**src/rtl/core/mrh_pkg.sv**
```systemverilog
// Shared types and constants for the monotone radix heap.
// Holds the item structs, action and status codes and the cell control bundle.
// No dependencies.
package mrh_pkg;

    localparam int CAPACITY = 256;
    localparam int KEY_BITS = 32;
    localparam int CNT_W    = $clog2(CAPACITY + 1);
    localparam int OCC_W    = 9;

    localparam logic [1:0] ACT_PUSH  = 2'd0;
    localparam logic [1:0] ACT_POP   = 2'd1;
    localparam logic [1:0] ACT_CLEAR = 2'd2;

    localparam logic [1:0] ST_OK    = 2'd0;
    localparam logic [1:0] ST_EMPTY = 2'd1;
    localparam logic [1:0] ST_FULL  = 2'd2;
    localparam logic [1:0] ST_BELOW = 2'd3;

    typedef enum logic [1:0] {
        OP_IDLE  = 2'd0,
        OP_PUSH  = 2'd1,
        OP_POP   = 2'd2,
        OP_CLEAR = 2'd3
    } cell_op_t;

    typedef struct packed {
        cell_op_t            op;
        logic [KEY_BITS-1:0] key;
    } cell_ctrl_t;

    typedef struct packed {
        logic [1:0]  action;
        logic [31:0] key_in;
    } req_item_t;

    typedef struct packed {
        logic [31:0]      key_out;
        logic [1:0]       status;
        logic [OCC_W-1:0] occupancy;
    } rsp_item_t;

endpackage

```
**src/rtl/core/mrh_cell.sv**
```systemverilog
// One cell of the sorted key chain: holds one key and its valid flag.
// Inserts by shifting towards the tail and pops by shifting towards the head.
// Depends on mrh_pkg.
module mrh_cell (
    input  logic                          clk,
    input  logic                          rst_n,
    input  mrh_pkg::cell_ctrl_t           ctrl,
    input  logic [mrh_pkg::KEY_BITS-1:0]  left_key,
    input  logic                          left_valid,
    input  logic                          left_gt,
    input  logic [mrh_pkg::KEY_BITS-1:0]  right_key,
    input  logic                          right_valid,
    output logic [mrh_pkg::KEY_BITS-1:0]  key,
    output logic                          valid,
    output logic                          gt
);

    logic [mrh_pkg::KEY_BITS-1:0] key_reg;
    logic [mrh_pkg::KEY_BITS-1:0] key_next;
    logic                         valid_reg;
    logic                         valid_next;
    logic                         take;

    assign gt   = valid_reg && (key_reg > ctrl.key);
    assign take = gt || (!valid_reg && left_valid);

    always_comb
    begin
        key_next   = key_reg;
        valid_next = valid_reg;
        case (ctrl.op)
            mrh_pkg::OP_PUSH:
            begin
                if (take)
                begin
                    key_next   = left_gt ? left_key : ctrl.key;
                    valid_next = 1'b1;
                end
            end
            mrh_pkg::OP_POP:
            begin
                key_next   = right_key;
                valid_next = right_valid;
            end
            mrh_pkg::OP_CLEAR:
            begin
                valid_next = 1'b0;
            end
            default:
            begin
                key_next   = key_reg;
                valid_next = valid_reg;
            end
        endcase
    end

    always_ff @(posedge clk or negedge rst_n)
    begin
        if (!rst_n)
        begin
            valid_reg <= 1'b0;
        end
        else
        begin
            valid_reg <= valid_next;
        end
    end

    always_ff @(posedge clk)
    begin
        key_reg <= key_next;
    end

    assign key   = key_reg;
    assign valid = valid_reg;

endmodule
```
**config.mk**
```make
export PLATFORM = sky130hd
export DESIGN_NAME = mrh_cell
export DESIGN_NICKNAME = d
export VERILOG_FILES = /design/src/rtl/core/mrh_pkg.sv /design/src/rtl/core/mrh_cell.sv
export SDC_FILE = /design/constraint.sdc
export NUM_CORES = 1
export LEC_CHECK = 0
export ABC_CLOCK_PERIOD_IN_PS = 3750
export BUFFER_PORTS_ARGS = -buffer_cell sky130_fd_sc_hd__buf_4
export CORE_MARGIN = 10
export CORE_UTILIZATION = 41
export DETAILED_ROUTE_END_ITERATION = 8
export PLACE_DENSITY = 0.77
export RECOVER_POWER = 100
export REMOVE_ABC_BUFFERS = 1
export SLEW_MARGIN = 20
export SYNTH_ARGS = -nofsm -noshare
export SYNTH_HDL_FRONTEND = slang
export SYNTH_SLANG_ARGS = --single-unit
export TNS_END_PERCENT = 10
```
**constraint.sdc**
```tcl
create_clock -name clk -period 3.75 [get_ports clk]
set_input_delay 0.1875 -clock clk [delete_from_list [all_inputs] [get_ports clk]]
set_output_delay 0.1875 -clock clk [all_outputs]
set_load 0.01 [all_outputs]
```
# Yosys cells after proc, flatten, opt, wreduce, memory -nomap -nowiden

Cells that the tools add are included.
Widths: inputs -> output; s select.

Latch bits: 0
Memory bits (writable): 0
Bits in registers: 33
Output and inout port bits: 34
Word-level logic and storage cells: 20
Memories: 0
Input bits: 103
ROM bits: 0

Multipliers: 0
Muxes and demuxes: 5
Reductions and logical operators: 8
Divide/modulo/power cells: 0
Bitwise operators: 0
Shift-type cells: 0
Equality and inequality tests: 4
$add $sub $neg: 0
$lt $le $gt $ge: 1

Operators by type and width:

| operator           | number |
|---|---|
| $mux 32            | 2 |
| $pmux 32 s2        | 1 |
| $gt 32x32->1       | 1 |
| $eq 2x2->1 const B | 2 |
| $reduce_and 2->1   | 2 |
| $pmux 1 s3         | 1 |
| $reduce_bool 3->1  | 1 |
| $eq 2x1->1 const B | 1 |
| $logic_and 1x1->1  | 2 |
| $ne 2x2->1 const B | 1 |
| $reduce_bool 2->1  | 1 |
| $logic_not 1->1    | 1 |
| $logic_or 1x1->1   | 1 |
| $mux 1             | 1 |

# Longest topological paths before layout

Gate-level depths: netlist (run 1).

Depth in word-level cells: 5
Gate-level depth with buffers: 7
Gate-level depth less buffers: 7

# Worst setup path after synthesis (run 1)

Ideal clock, no wire load.

Path kind: reg-to-reg
Start point: register key_reg, in the netlist key[30]
End point: register key_reg, in the netlist key[0], enable pin
Cell stages (with the launch flop): 7
Clock period less this slack: 3.733 ns
Data arrival time: 3.293 ns
Path buffers: 0
Path slack: 0.017 ns
Data required time: 3.309 ns
Library setup time: 0.441 ns
Cells stage by stage: edfxtp_1 > ha_1 > nand4_1 > or3_1 > nor2_1 > o31ai_1 > a31oi_1

Word-level cells in the longest chain between the ends: 5

Ends and longest elaborated chain:

| item                       | line           | source |
|---|---|---|
| from (decl)                | mrh_cell.sv:18 | `logic [mrh_pkg::KEY_BITS-1:0] key_reg;` |
| from (signal assigned)     | mrh_cell.sv:71 | `key_reg <= key_next;` |
| $gt 32x32->1               | mrh_cell.sv:24 | `assign gt = valid_reg && (key_reg > ctrl.key);` |
| $logic_and 1x1->1          | mrh_cell.sv:24 |  |
| $logic_or 1x1->1           | mrh_cell.sv:25 | `assign take = gt \|\| (!valid_reg && left_valid);` |
| $ne 2x2->1 (no line)       | -              |  |
| $reduce_and 2->1 (no line) | -              |  |

No other way between the ends.
A chain may end at the register's enable or synchronous reset.

# Final worst setup path (run 1)

Start point: register key_reg, in the netlist key[14]
End point: register key_reg, in the netlist key[18], enable pin

The elaborated chain is that of the path after synthesis.

==> results of run 1 <==
[kinds of logic after synthesis]
logic type	after synthesis
AOI/OAI and AO/OA	61
and+or+nand+nor	59
buffers and inverters	43
DFF	33
muxes	32
adders and majority gates	32
xor gates and xnor gates	1
[layer usage]
metal	wire [um]	up-vias	GRT usage [%]	share of wire, %
li1	-	1205	-	-
met1	3220	1040	16.9	42
met2	3680	92	25.4	48
met3	683	6	6.13	8.9
met4	58	0	3.31	0.76
met5	0	-	0	0
[worst max-delay path: stages, from the launching register on]
cell and delay [ns]:
edfxtp_1 0.39, ha_1 0.34, nand4_2 0.14, or4_1 0.55
o31a_1 0.27, o31ai_1 0.41, a31oi_4 0.14, clkbuf_2 0.45
[area by class of cell]
type	count	area (um^2)
flip-flops and latches	33	986
inverters	32	120
clock buffers	5	68.8
fillers	554	2360
clock inverters	3	17.5
multi-input cells	185	1360
well taps	75	93.8
repair buffers	139	908
[path summary, 6_finish.rpt]
path / to / slack (ns) / depth (start not counted)
setup / recovery: key[18] / 0.69 / 7
hold / removal: valid / 0.12 / 2
setup reg to reg: key[18] / 0.69 / 7
hold reg to reg: valid / 0.62 / 2
max in group asynchronous: valid / 3.40 / 2
min in group asynchronous: valid / 0.27 / 2
[placed cells by master (no fill, tap or decap), drive strengths merged, types with 2 or more instances in the layout]
| master | count |
|---|---|
| inv | 32 |
| a21o | 4 |
| nand2 | 36 |
| ha | 32 |
| clkinv | 2 |
| o21ai | 34 |
| nor2 | 3 |
| o31ai | 2 |
| clkbuf | 43 |
| buf | 100 |
| nand3 | 6 |
| edfxtp | 32 |
| nand4 | 8 |
| a21oi | 14 |
| and2b | 2 |
| mux2i | 32 |
[metrics by stage]
step	total power, mW	area (um^2)	worst slack (ns)	utilization [%]
2_1_floorplan	0.643	2460	0.0168	-
4_1_cts	1.11	3690	0.847	62.4
3_3_place_gp	0.833	3600	0.912	60.8
6_report	1.06	3560	0.695	60.1
5_1_grt	1.14	3560	0.500	60.1
3_5_place_dp	0.842	3600	0.856	60.8
[power groups by stage]
stage / clock network (mW) / registers [mW] / logic, mW
floorplan: 0 / 0.501 / 0.142
global placement: 0 / 0.481 / 0.351
detailed placement: 0 / 0.485 / 0.357
CTS: 0.273 / 0.477 / 0.359
global route: 0.290 / 0.480 / 0.367
finish: 0.260 / 0.476 / 0.326
==> run summary, run 1 <==
Initial Util: 42.4%
Switching power: 0.319 mW
Post-synth top flop: edfxtp_1
Post-Synth Adder-Cell Area: 15.9%
Worst endpoint data arrival time: 2.97 ns
CP Max Fanout: 23
PortBufs: 136
Final setup TNS: 0 ns
Slew headroom: -51.1%
Height of the die: 98.3 um
GRT overflow: 0
Cts repair resizes: 0
Largest family of logic cells by synthesized area: adder cells
RSZ-0062 raised after global routing: no
Synth area leader: edfxtp_1
Slew Viols, Final: 66
Failing checks: capacitance limit, slew limit
Synth top area share: 38.3%
First-pass GRT wire length: 11700 um
Average wire per standard cell: 16.2 um
DP HPWL: 6350 um
Root buf cell: clkbuf_8
Unique cell type count in the Yosys netlist: 31
PwrDens: 299 mW/mm^2
Number of buffers created by CTS: 5
Layout Skew: 0.00793 ns
Die area: 0.00966 mm^2
Clk pwr share: 24.5%
CTS tree: built
Reg-to-reg critical path startpoint: key[14]
Minimum hold slack: 0.118 ns
Max clock buf depth: 2
WL final: 7650 um
Setup Fix Bufs, Post-CTS: 0
Reg power frac: 44.8%
Layout cells sized above 1: 28.2%
Number of flops mapped to enable cells by yosys: 32
Top post-synthesis cells by area: edfxtp_1 (38%), ha_1 (16%), mux2i_1 (13%), o21ai_0 (6.8%), nand2_1 (5.4%)
Total of max-cap violations: 1
Vias in the first global route: 2402
Post-Synthesis Cells: 261
Setup Viol. Count Final: 0
Synth cell count leaders: nand2_1 (36), o21ai_0 (34)
Initial antenna violation count: 0
Worst EP required: 3.67 ns
DRT iter0 DRCs: 43
Detailed-route via count: 2343
Leakage: 1.71 nW
Compound-cell area share of the yosys netlist: 13.8%
Peak Freq: 327 MHz
Logic gate share of total power: 30.7%
#FFs+latches synth: 33
ANT cells: 0
Synth Area in Simple Gates: 11.0%
# clock sinks: 33
Period utilization: 81.5%
Maximum VDD drop: 161 uV
Vias/cell: 4.96
Slew at the pin with the worst max-slew slack: 2.27 ns
Num rows: 28
Status: complete, but fails checks
Final #Nets: 531
Routed Antenna Nets: 0
Synth-to-layout area growth: 41.7%
CTS Hold Bufs: 1
Largest net degree at the start of global routing: 66
Mux cell area share after synthesis: 12.8%
Gr usage total: 14.8%
H-tree depth: 2
Mapped Area: 0.00251 mm^2
Reg clk slew, reported paths: 0.07 ns
Setup crit end kind: register
Seq/Total Area, Yosys: 39.3%
Top Ports: 137
CP startpoint: key[14]
Die width: 98.3 um
P_int: 0.743 mW
Synth warn: 0
Hold WC Path Type: primary input to register
Top-count cell post-synth: nand2_1
Core Area: 0.00592 mm^2
Routability Congestion: 0.773
Drt drc: 0
Worst Setup Start Kind: register
Final Hold Vio Count: 0
Post-synthesis xor/xnor area fraction: 0.349%
Number of flip-flops in the largest register: 32
DP Cell Count: 462
Min Tclk post-route: 3.06 ns
Worst-skew pair later-pin latency: 0.28 ns
First-pass detailed-route iteration total: 4
Sw Share: 30.0%
Avg Cell Area, Syn: 9.62 um^2
Crit path kind: register to register
Hold Path Origin: ctrl[33]
Post-route insts no fill: 472
Ys async rst share: 3.03%
No activity file was read; power rests on OpenSTA's default activity.
==> inputs of run 2 (changes only) <==
--- a/config.mk
+++ b/config.mk
@@ -5,12 +5,12 @@
 export SDC_FILE = /design/constraint.sdc
 export NUM_CORES = 1
 export LEC_CHECK = 0
-export ABC_CLOCK_PERIOD_IN_PS = 3750
+export ABC_CLOCK_PERIOD_IN_PS = 3000
 export BUFFER_PORTS_ARGS = -buffer_cell sky130_fd_sc_hd__buf_4
 export CORE_MARGIN = 10
-export CORE_UTILIZATION = 41
+export CORE_UTILIZATION = 45
 export DETAILED_ROUTE_END_ITERATION = 8
-export PLACE_DENSITY = 0.77
+export PLACE_DENSITY = 0.81
 export RECOVER_POWER = 100
 export REMOVE_ABC_BUFFERS = 1
 export SLEW_MARGIN = 20
==> constraint.sdc (replaced) <==
create_clock -name clk -period 3 [get_ports clk]
set_input_delay 0.15 -clock clk [delete_from_list [all_inputs] [get_ports clk]]
set_output_delay 0.15 -clock clk [all_outputs]
set_load 0.01 [all_outputs]
==> run 2 against run 1 <==
- the flow still finishes with violations (capacitance limit, slew limit)
- non-clock buffer count did not move
- sequential cell count did not move
- register-to-register slack got worse by 0.41 ns
- die area fell by 7.1%
- clock power rose by 22%
- power rose by 25%
- first-iteration DRC count rose by 47%
- worst setup slack got worse by 0.41 ns
- cell count fell by 0.64%
- clock skew fell by 0.0042 ns
- maximum frequency rose by 13%
- combinational power rose by 27%
- critical path type unchanged
==> run summary, run 2 (synthesized netlist as in run 1, its figures left out) <==
Worst reg-to-reg path cell count: 7 (unchanged)
DP Worst Slack: 0.361 ns (-0.495 ns)
CTS tree: built
Slowest cell on crit path: or4_1
H-tree depth: 2 (unchanged)
Final Hold Vio Count: 0 (unchanged)
PortBufs: 136 (unchanged)
Total power: 1.33 mW (+25%)
Status: complete, but fails checks
Crit path to: key[1]
Max clock buf depth: 2 (unchanged)
Worst-path cell chain: ha_1 > nand4_1 > or4_1 > o31a_1 > o31ai_1 > a31oi_1 > buf_12
Reg power frac: 44.9% (about the same)
Slew at the pin with the worst max-slew slack: 2.29 ns (+0.0209 ns)
Failing checks: capacitance limit, slew limit
Hold WC Path Type: primary input to register
Number of flip-flops in the largest register: 32 (unchanged)
First-pass detailed-route iteration total: 4 (unchanged)
Crit path depth: 7 (unchanged)
Sw Share: 29.2% (-0.80 points)
Minimum hold slack: 0.0775 ns (-0.0405 ns)
GR peak layer: met2
Setup Fix Bufs, Post-CTS: 0 (unchanged)
Die area: 0.00897 mm^2 (-7.1%)
Leakage: 1.70 nW (-0.17%)
DP HPWL: 6640 um (+4.6%)
Drt drc: 0 (unchanged)
CP Max Fanout: 29 (+26%)
Reg clk slew, reported paths: 0.07 ns (about the same)
Top Ports: 137 (unchanged)
CP Buf/Inv Count: 1 (unchanged)
Maximum VDD drop: 202 uV (+25%)
Total of max-cap violations: 1 (unchanged)
Min Tclk post-route: 2.72 ns (-0.340 ns)
M1 GR Usage: 17.5% (+0.68 points)
Root buf cell: clkbuf_8
Post-route insts no fill: 469 (-0.64%)
Final setup TNS: 0 ns (unchanged)
RSZ-0062 raised after global routing: no
GRT overflow: 0 (unchanged)
Vias in the first global route: 2551 (+6.2%)
Initial antenna violation count: 0 (unchanged)
Period utilization: 90.5% (+9.0 points)
Most common cell after layout, fill and taps aside: buf_4
P_int: 0.939 mW (+26%)
DRT iter0 DRCs: 63 (+47%)
Max incr delay on CP: 0.56 ns (about the same)
Crit path kind: register to register
Worst Setup Start Kind: register
Met3 Usage GRT: 6.98% (+0.85 points)
Height of the die: 94.7 um (-3.6%)
Detailed-route via count: 2409 (+2.8%)
Peak Freq: 368 MHz (+13%)
Number of buffers created by CTS: 5 (unchanged)
Slew headroom: -52.5% (-1.4 points)
Routability Congestion: 0.815 (+5.4%)
ANT cells: 0 (unchanged)
M2 GR Usage: 30.0% (+4.5 points)
Switching power: 0.388 mW (+22%)
Initial Util: 45.9% (+3.5 points)
Final #Nets: 531 (unchanged)
Post-route cell area: 0.00354 mm^2 (-0.39%)
Layout cells sized above 1: 27.5% (-0.76 points)
Reg-to-reg critical path startpoint: key[14]
CP startpoint: key[14]
Worst EP required: 3.03 ns (-0.64 ns)
First-pass GRT wire length: 12000 um (+2.0%)
PwrDens: 374 mW/mm^2 (+25%)
Worst path top cell family by delay: simple AND/OR/NAND/NOR gates
Commonest cells after routing, fill and taps aside: buf_4 (100), clkbuf_1 (38), nand2_1 (36)
Setup Viol. Count Final: 0 (unchanged)
Worst reg-to-reg setup slack: 0.28 ns (-0.41 ns)
Clk pwr share: 23.9% (-0.6 points)
Worst-skew pair later-pin latency: 0.28 ns (about the same)
WL final: 7850 um (+2.6%)
Gr usage total: 16.7% (+1.9 points)
Placed Area: 0.00361 mm^2 (+0.45%)
Final core occ: 64.7% (+4.7 points)
Slew Viols, Final: 33 (-50%)
# clock sinks: 33 (unchanged)
Worst endpoint data arrival time: 2.75 ns (-0.22 ns)
Vias/cell: 5.14 (+3.5%)
Die width: 94.7 um (-3.6%)
Synth-to-layout area growth: 41.1%
Worst R2R End: key[1]
Final setup margin: 0.285 ns (-0.410 ns)
Logic gate share of total power: 31.3% (+0.6 points)
Routed Antenna Nets: 0 (unchanged)
DP Cell Count: 460 (-0.43%)
Average wire per standard cell: 16.7 um (+3.3%)
Setup crit end kind: register
Layout Skew: 0.00374 ns (-0.00418 ns)
Core Area: 0.00547 mm^2 (-7.6%)
Largest net degree at the start of global routing: 60 (-9.1%)
Num rows: 27 (-3.6%)
run 2: layer usage:
metal,vias up,wire [um]
met5,-,0
met1,1085,3130
met3,14,741
li1,1212,-
met2,98,3850
met4,0,122
run 2: worst min path at each step:
| stage | startpoint | to | slack, ns | depth (start not counted) |
|---|---|---|---|---|
| final | right_valid | valid | 0.08 | 3 |
| after global routing | right_valid | valid | 0.08 | 3 |
| after CTS | right_valid | valid | 0.08 | 3 |
| after detailed placement | rst_n | valid | -0.07 | 1 |
| after global placement | rst_n | valid | -0.07 | 1 |
| after floorplan | rst_n | valid | -0.15 | 0 |
run 2: power by group through the flow:
stage	combinational (mW)	sequential (mW)	clock (mW)
6_report	0.415	0.595	0.317
2_1_floorplan	0.178	0.626	0
3_5_place_dp	0.459	0.606	0
3_3_place_gp	0.444	0.601	0
4_1_cts	0.461	0.596	0.324
5_1_grt	0.468	0.600	0.339
run 2: worst min-delay path, cell delays in order:
cell,delay (ns)
buf_4,0.07
nand2_1,0.03
o21ai_0,0.06
run 2: final cells by class:
type,instances,area [um^2]
Multi-Input combinational cell,185,1340
Inverter,32,120
Fill cell,503,1930
Clock buffer,8,80.1
Sequential cell,33,986
Timing Repair Buffer,139,925
Tap cell,72,90.1
run 2: what timing repair did:
action / in CTS / in global routing
resized for setup: 0 / 0
hold endpoints to repair: 1 / 0
hold buffers: 1 / 0
==> inputs of run 3 (changes only) <==
--- a/config.mk
+++ b/config.mk
@@ -5,7 +5,7 @@
 export SDC_FILE = /design/constraint.sdc
 export NUM_CORES = 1
 export LEC_CHECK = 0
-export ABC_CLOCK_PERIOD_IN_PS = 3000
+export ABC_CLOCK_PERIOD_IN_PS = 2600
 export BUFFER_PORTS_ARGS = -buffer_cell sky130_fd_sc_hd__buf_4
 export CORE_MARGIN = 10
 export CORE_UTILIZATION = 45
==> constraint.sdc (replaced) <==
create_clock -name clk -period 2.6 [get_ports clk]
set_input_delay 0.13 -clock clk [delete_from_list [all_inputs] [get_ports clk]]
set_output_delay 0.13 -clock clk [all_outputs]
set_load 0.01 [all_outputs]
==> run 3 against run 2 <==
- the run now ends clean
- worst hold slack gained 0.0077 ns
- worst setup slack lost 0.26 ns
- first-iteration DRC count grew 40%
- critical endpoint is now key[11]
- clock power grew 28%
- largest power group unchanged
- combinational power grew 47%
- highest routed layer unchanged
- die area is the same
==> run summary, run 3 (synthesized netlist as in run 1, its figures left out) <==
First-pass GRT wire length: 12900 um (+7.3%)
Worst EP required: 2.56 ns (-0.47 ns)
Total power: 1.71 mW (+29%)
Vias/cell: 5.12 (-0.41%)
Clk pwr share: 23.8% (about the same)
Slew at the pin with the worst max-slew slack: 1.32 ns (-0.971 ns)
Hold EP: valid
CTS tree: built
PortBufs: 136 (unchanged)
Detailed-route via count: 2527 (+4.9%)
CP Max Fanout: 16 (-45%)
Placed Area: 0.00377 mm^2 (+4.4%)
Worst endpoint data arrival time: 2.53 ns (-0.22 ns)
Post-route cell area: 0.00401 mm^2 (+13%)
Vias in the first global route: 2721 (+6.7%)
Max clock buf depth: 2 (unchanged)
Routability Congestion: 0.840 (+3.1%)
# fillers: 413 (-18%)
Status: finished, final reports clean
Initial antenna violation count: 0 (unchanged)
Routed Antenna Nets: 0 (unchanged)
H-tree depth: 2 (unchanged)
ANT cells: 0 (unchanged)
Hold WC Path Type: primary input to register
Logic gate share of total power: 35.8% (+4.5 points)
First-pass detailed-route iteration total: 4 (unchanged)
WL final: 8420 um (+7.3%)
Synth-to-layout area growth: 59.6%
Maximum VDD drop: 227 uV (+13%)
Reg clk slew, reported paths: 0.07 ns (about the same)
Slew headroom: 12.2% (+65 points)
Core Area: 0.00547 mm^2 (unchanged)
Number of flip-flops in the largest register: 32 (unchanged)
RSZ-0062 raised after global routing: yes
Hold Path Origin: right_valid
Peak Freq: 388 MHz (+5.4%)
Number of buffers created by CTS: 5 (unchanged)
Reg power frac: 40.4% (-4.5 points)
Final Hold Vio Count: 0 (unchanged)
Worst reg-to-reg setup slack: 0.02 ns (-0.26 ns)
Die width: 94.7 um (unchanged)
DP HPWL: 6730 um (+1.4%)
Num rows: 27 (unchanged)
Die area: 0.00897 mm^2 (unchanged)
Most common cell after layout, fill and taps aside: buf_4
DRT iter0 DRCs: 88 (+40%)
Height of the die: 94.7 um (unchanged)
Multi-input gate area: 0.00149 mm^2 (+11%)
Setup Viol. Count Final: 0 (unchanged)
Layout Skew: 0.00441 ns (+0.000668 ns)
Initial Util: 45.9% (unchanged)
Largest net degree at the start of global routing: 36 (-40%)
Setup crit end kind: register
Total of max-cap violations: 0 (-1)
Worst-skew pair later-pin latency: 0.29 ns (about the same)
Commonest cells after routing, fill and taps aside: buf_4 (159), nand2_1 (36), o21ai_0 (34)
Switching power: 0.500 mW (+29%)
DP Worst Slack: -0.302 ns (-0.663 ns)
Leakage: 1.97 nW (+16%)
# clock sinks: 33 (unchanged)
Reg-to-reg critical path startpoint: key[10]
Crit path kind: register to register
Sw Share: 29.3% (+0.066 points)
Slew Viols, Final: 0 (-100%)
GRT overflow: 0 (unchanged)
Top Ports: 137 (unchanged)
Gr usage total: 17.9% (+1.2 points)
Worst reg-to-reg path cell count: 6 (-1)
Min Tclk post-route: 2.58 ns (-0.138 ns)
Post-route insts no fill: 494 (+5.3%)
Final setup TNS: 0 ns (unchanged)
PwrDens: 426 mW/mm^2 (+14%)
P_int: 1.21 mW (+29%)
Period utilization: 99.1% (+8.6 points)
Hold Path Stages: 3 (unchanged)
Worst R2R End: key[11]
DP Cell Count: 483 (+5.0%)
Layout cells sized above 1: 42.7% (+15 points)
Average wire per standard cell: 17.0 um (+1.9%)
Worst Setup Start Kind: register
Root buf cell: clkbuf_8
Drt drc: 0 (unchanged)
Final setup margin: 0.0232 ns (-0.262 ns)
Reg area: 986 um^2 (unchanged)
Final #Nets: 556 (+4.7%)
run 3: cell types whose count changed in the layout (fill, tap and decap cells not counted), sizes merged:
cell,delta
a31oi,+1
clkbuf,-35
buf,+59
run 3: area by class of cell:
| cell class | instances | area share [%] |
|---|---|---|
| multi-input combinational | 186 | 37.1 |
| clock buffer | 8 | 2.25 |
| sequential | 33 | 24.6 |
| inverter | 32 | 3.00 |
| timing repair buffer | 163 | 30.8 |
| tap | 72 | 2.25 |
run 3: what timing repair did:
| item | in CTS | in global routing |
|---|---|---|
| pin swaps | 4 | 0 |
| cloned | 1 | 0 |
| endpoints found under the hold margin | 1 | 0 |
| gates resized for setup | 8 | 6 |
| hold buffers | 1 | 0 |
| endpoints found under the setup margin | 33 | 33 |
| buffers inserted | 1 | 0 |
run 3: worst max path at each step:
stage	slack (ns)	start	end
global placement	-0.30	key[9]	key[14]
finish	0.02	key[10]	key[11]
global route	-0.09	key[10]	key[30]
CTS	0.008	key[9]	key[25]
floorplan	-1.13	key[30]	key[0]
detailed placement	-0.30	key[31]	key[15]
run 3: per-stage QoR:
stage	hold WS, ns	utilization [%]
after CTS	0.0743	72.3
after detailed placement	-0.0909	69.0
final	0.0852	73.3
after floorplan	-0.166	-
after global routing	0.0906	73.3
after global placement	-0.0937	69.0
run 3: routing by layer:
metal  wire [um]  part of all wire, %  global-route usage (%)  vias up
met4         138                  1.6                    5.86        0
met1        3230                   38                    19.4     1141
met2        4270                   51                    31.8      107
li1            -                    -                       -     1264
met3         783                  9.3                    6.42       15
met5           0                    0                       0        -
run 3: worst max-delay path, stage by stage (launching register included):
cell and delay, ns:
edfxtp_1 0.44, ha_4 0.29, nand4_1 0.17, or4_4 0.56, o31a_1 0.30, o31ai_4 0.30, a31oi_4 0.18
run 3: power by group through the flow:
stage / sequential (mW) / combinational [mW] / clock [mW]
floorplan: 0.722 / 0.205 / 0
global placement: 0.695 / 0.551 / 0
detailed placement: 0.701 / 0.569 / 0
CTS: 0.688 / 0.603 / 0.411
global route: 0.696 / 0.672 / 0.436
finish: 0.690 / 0.611 / 0.407
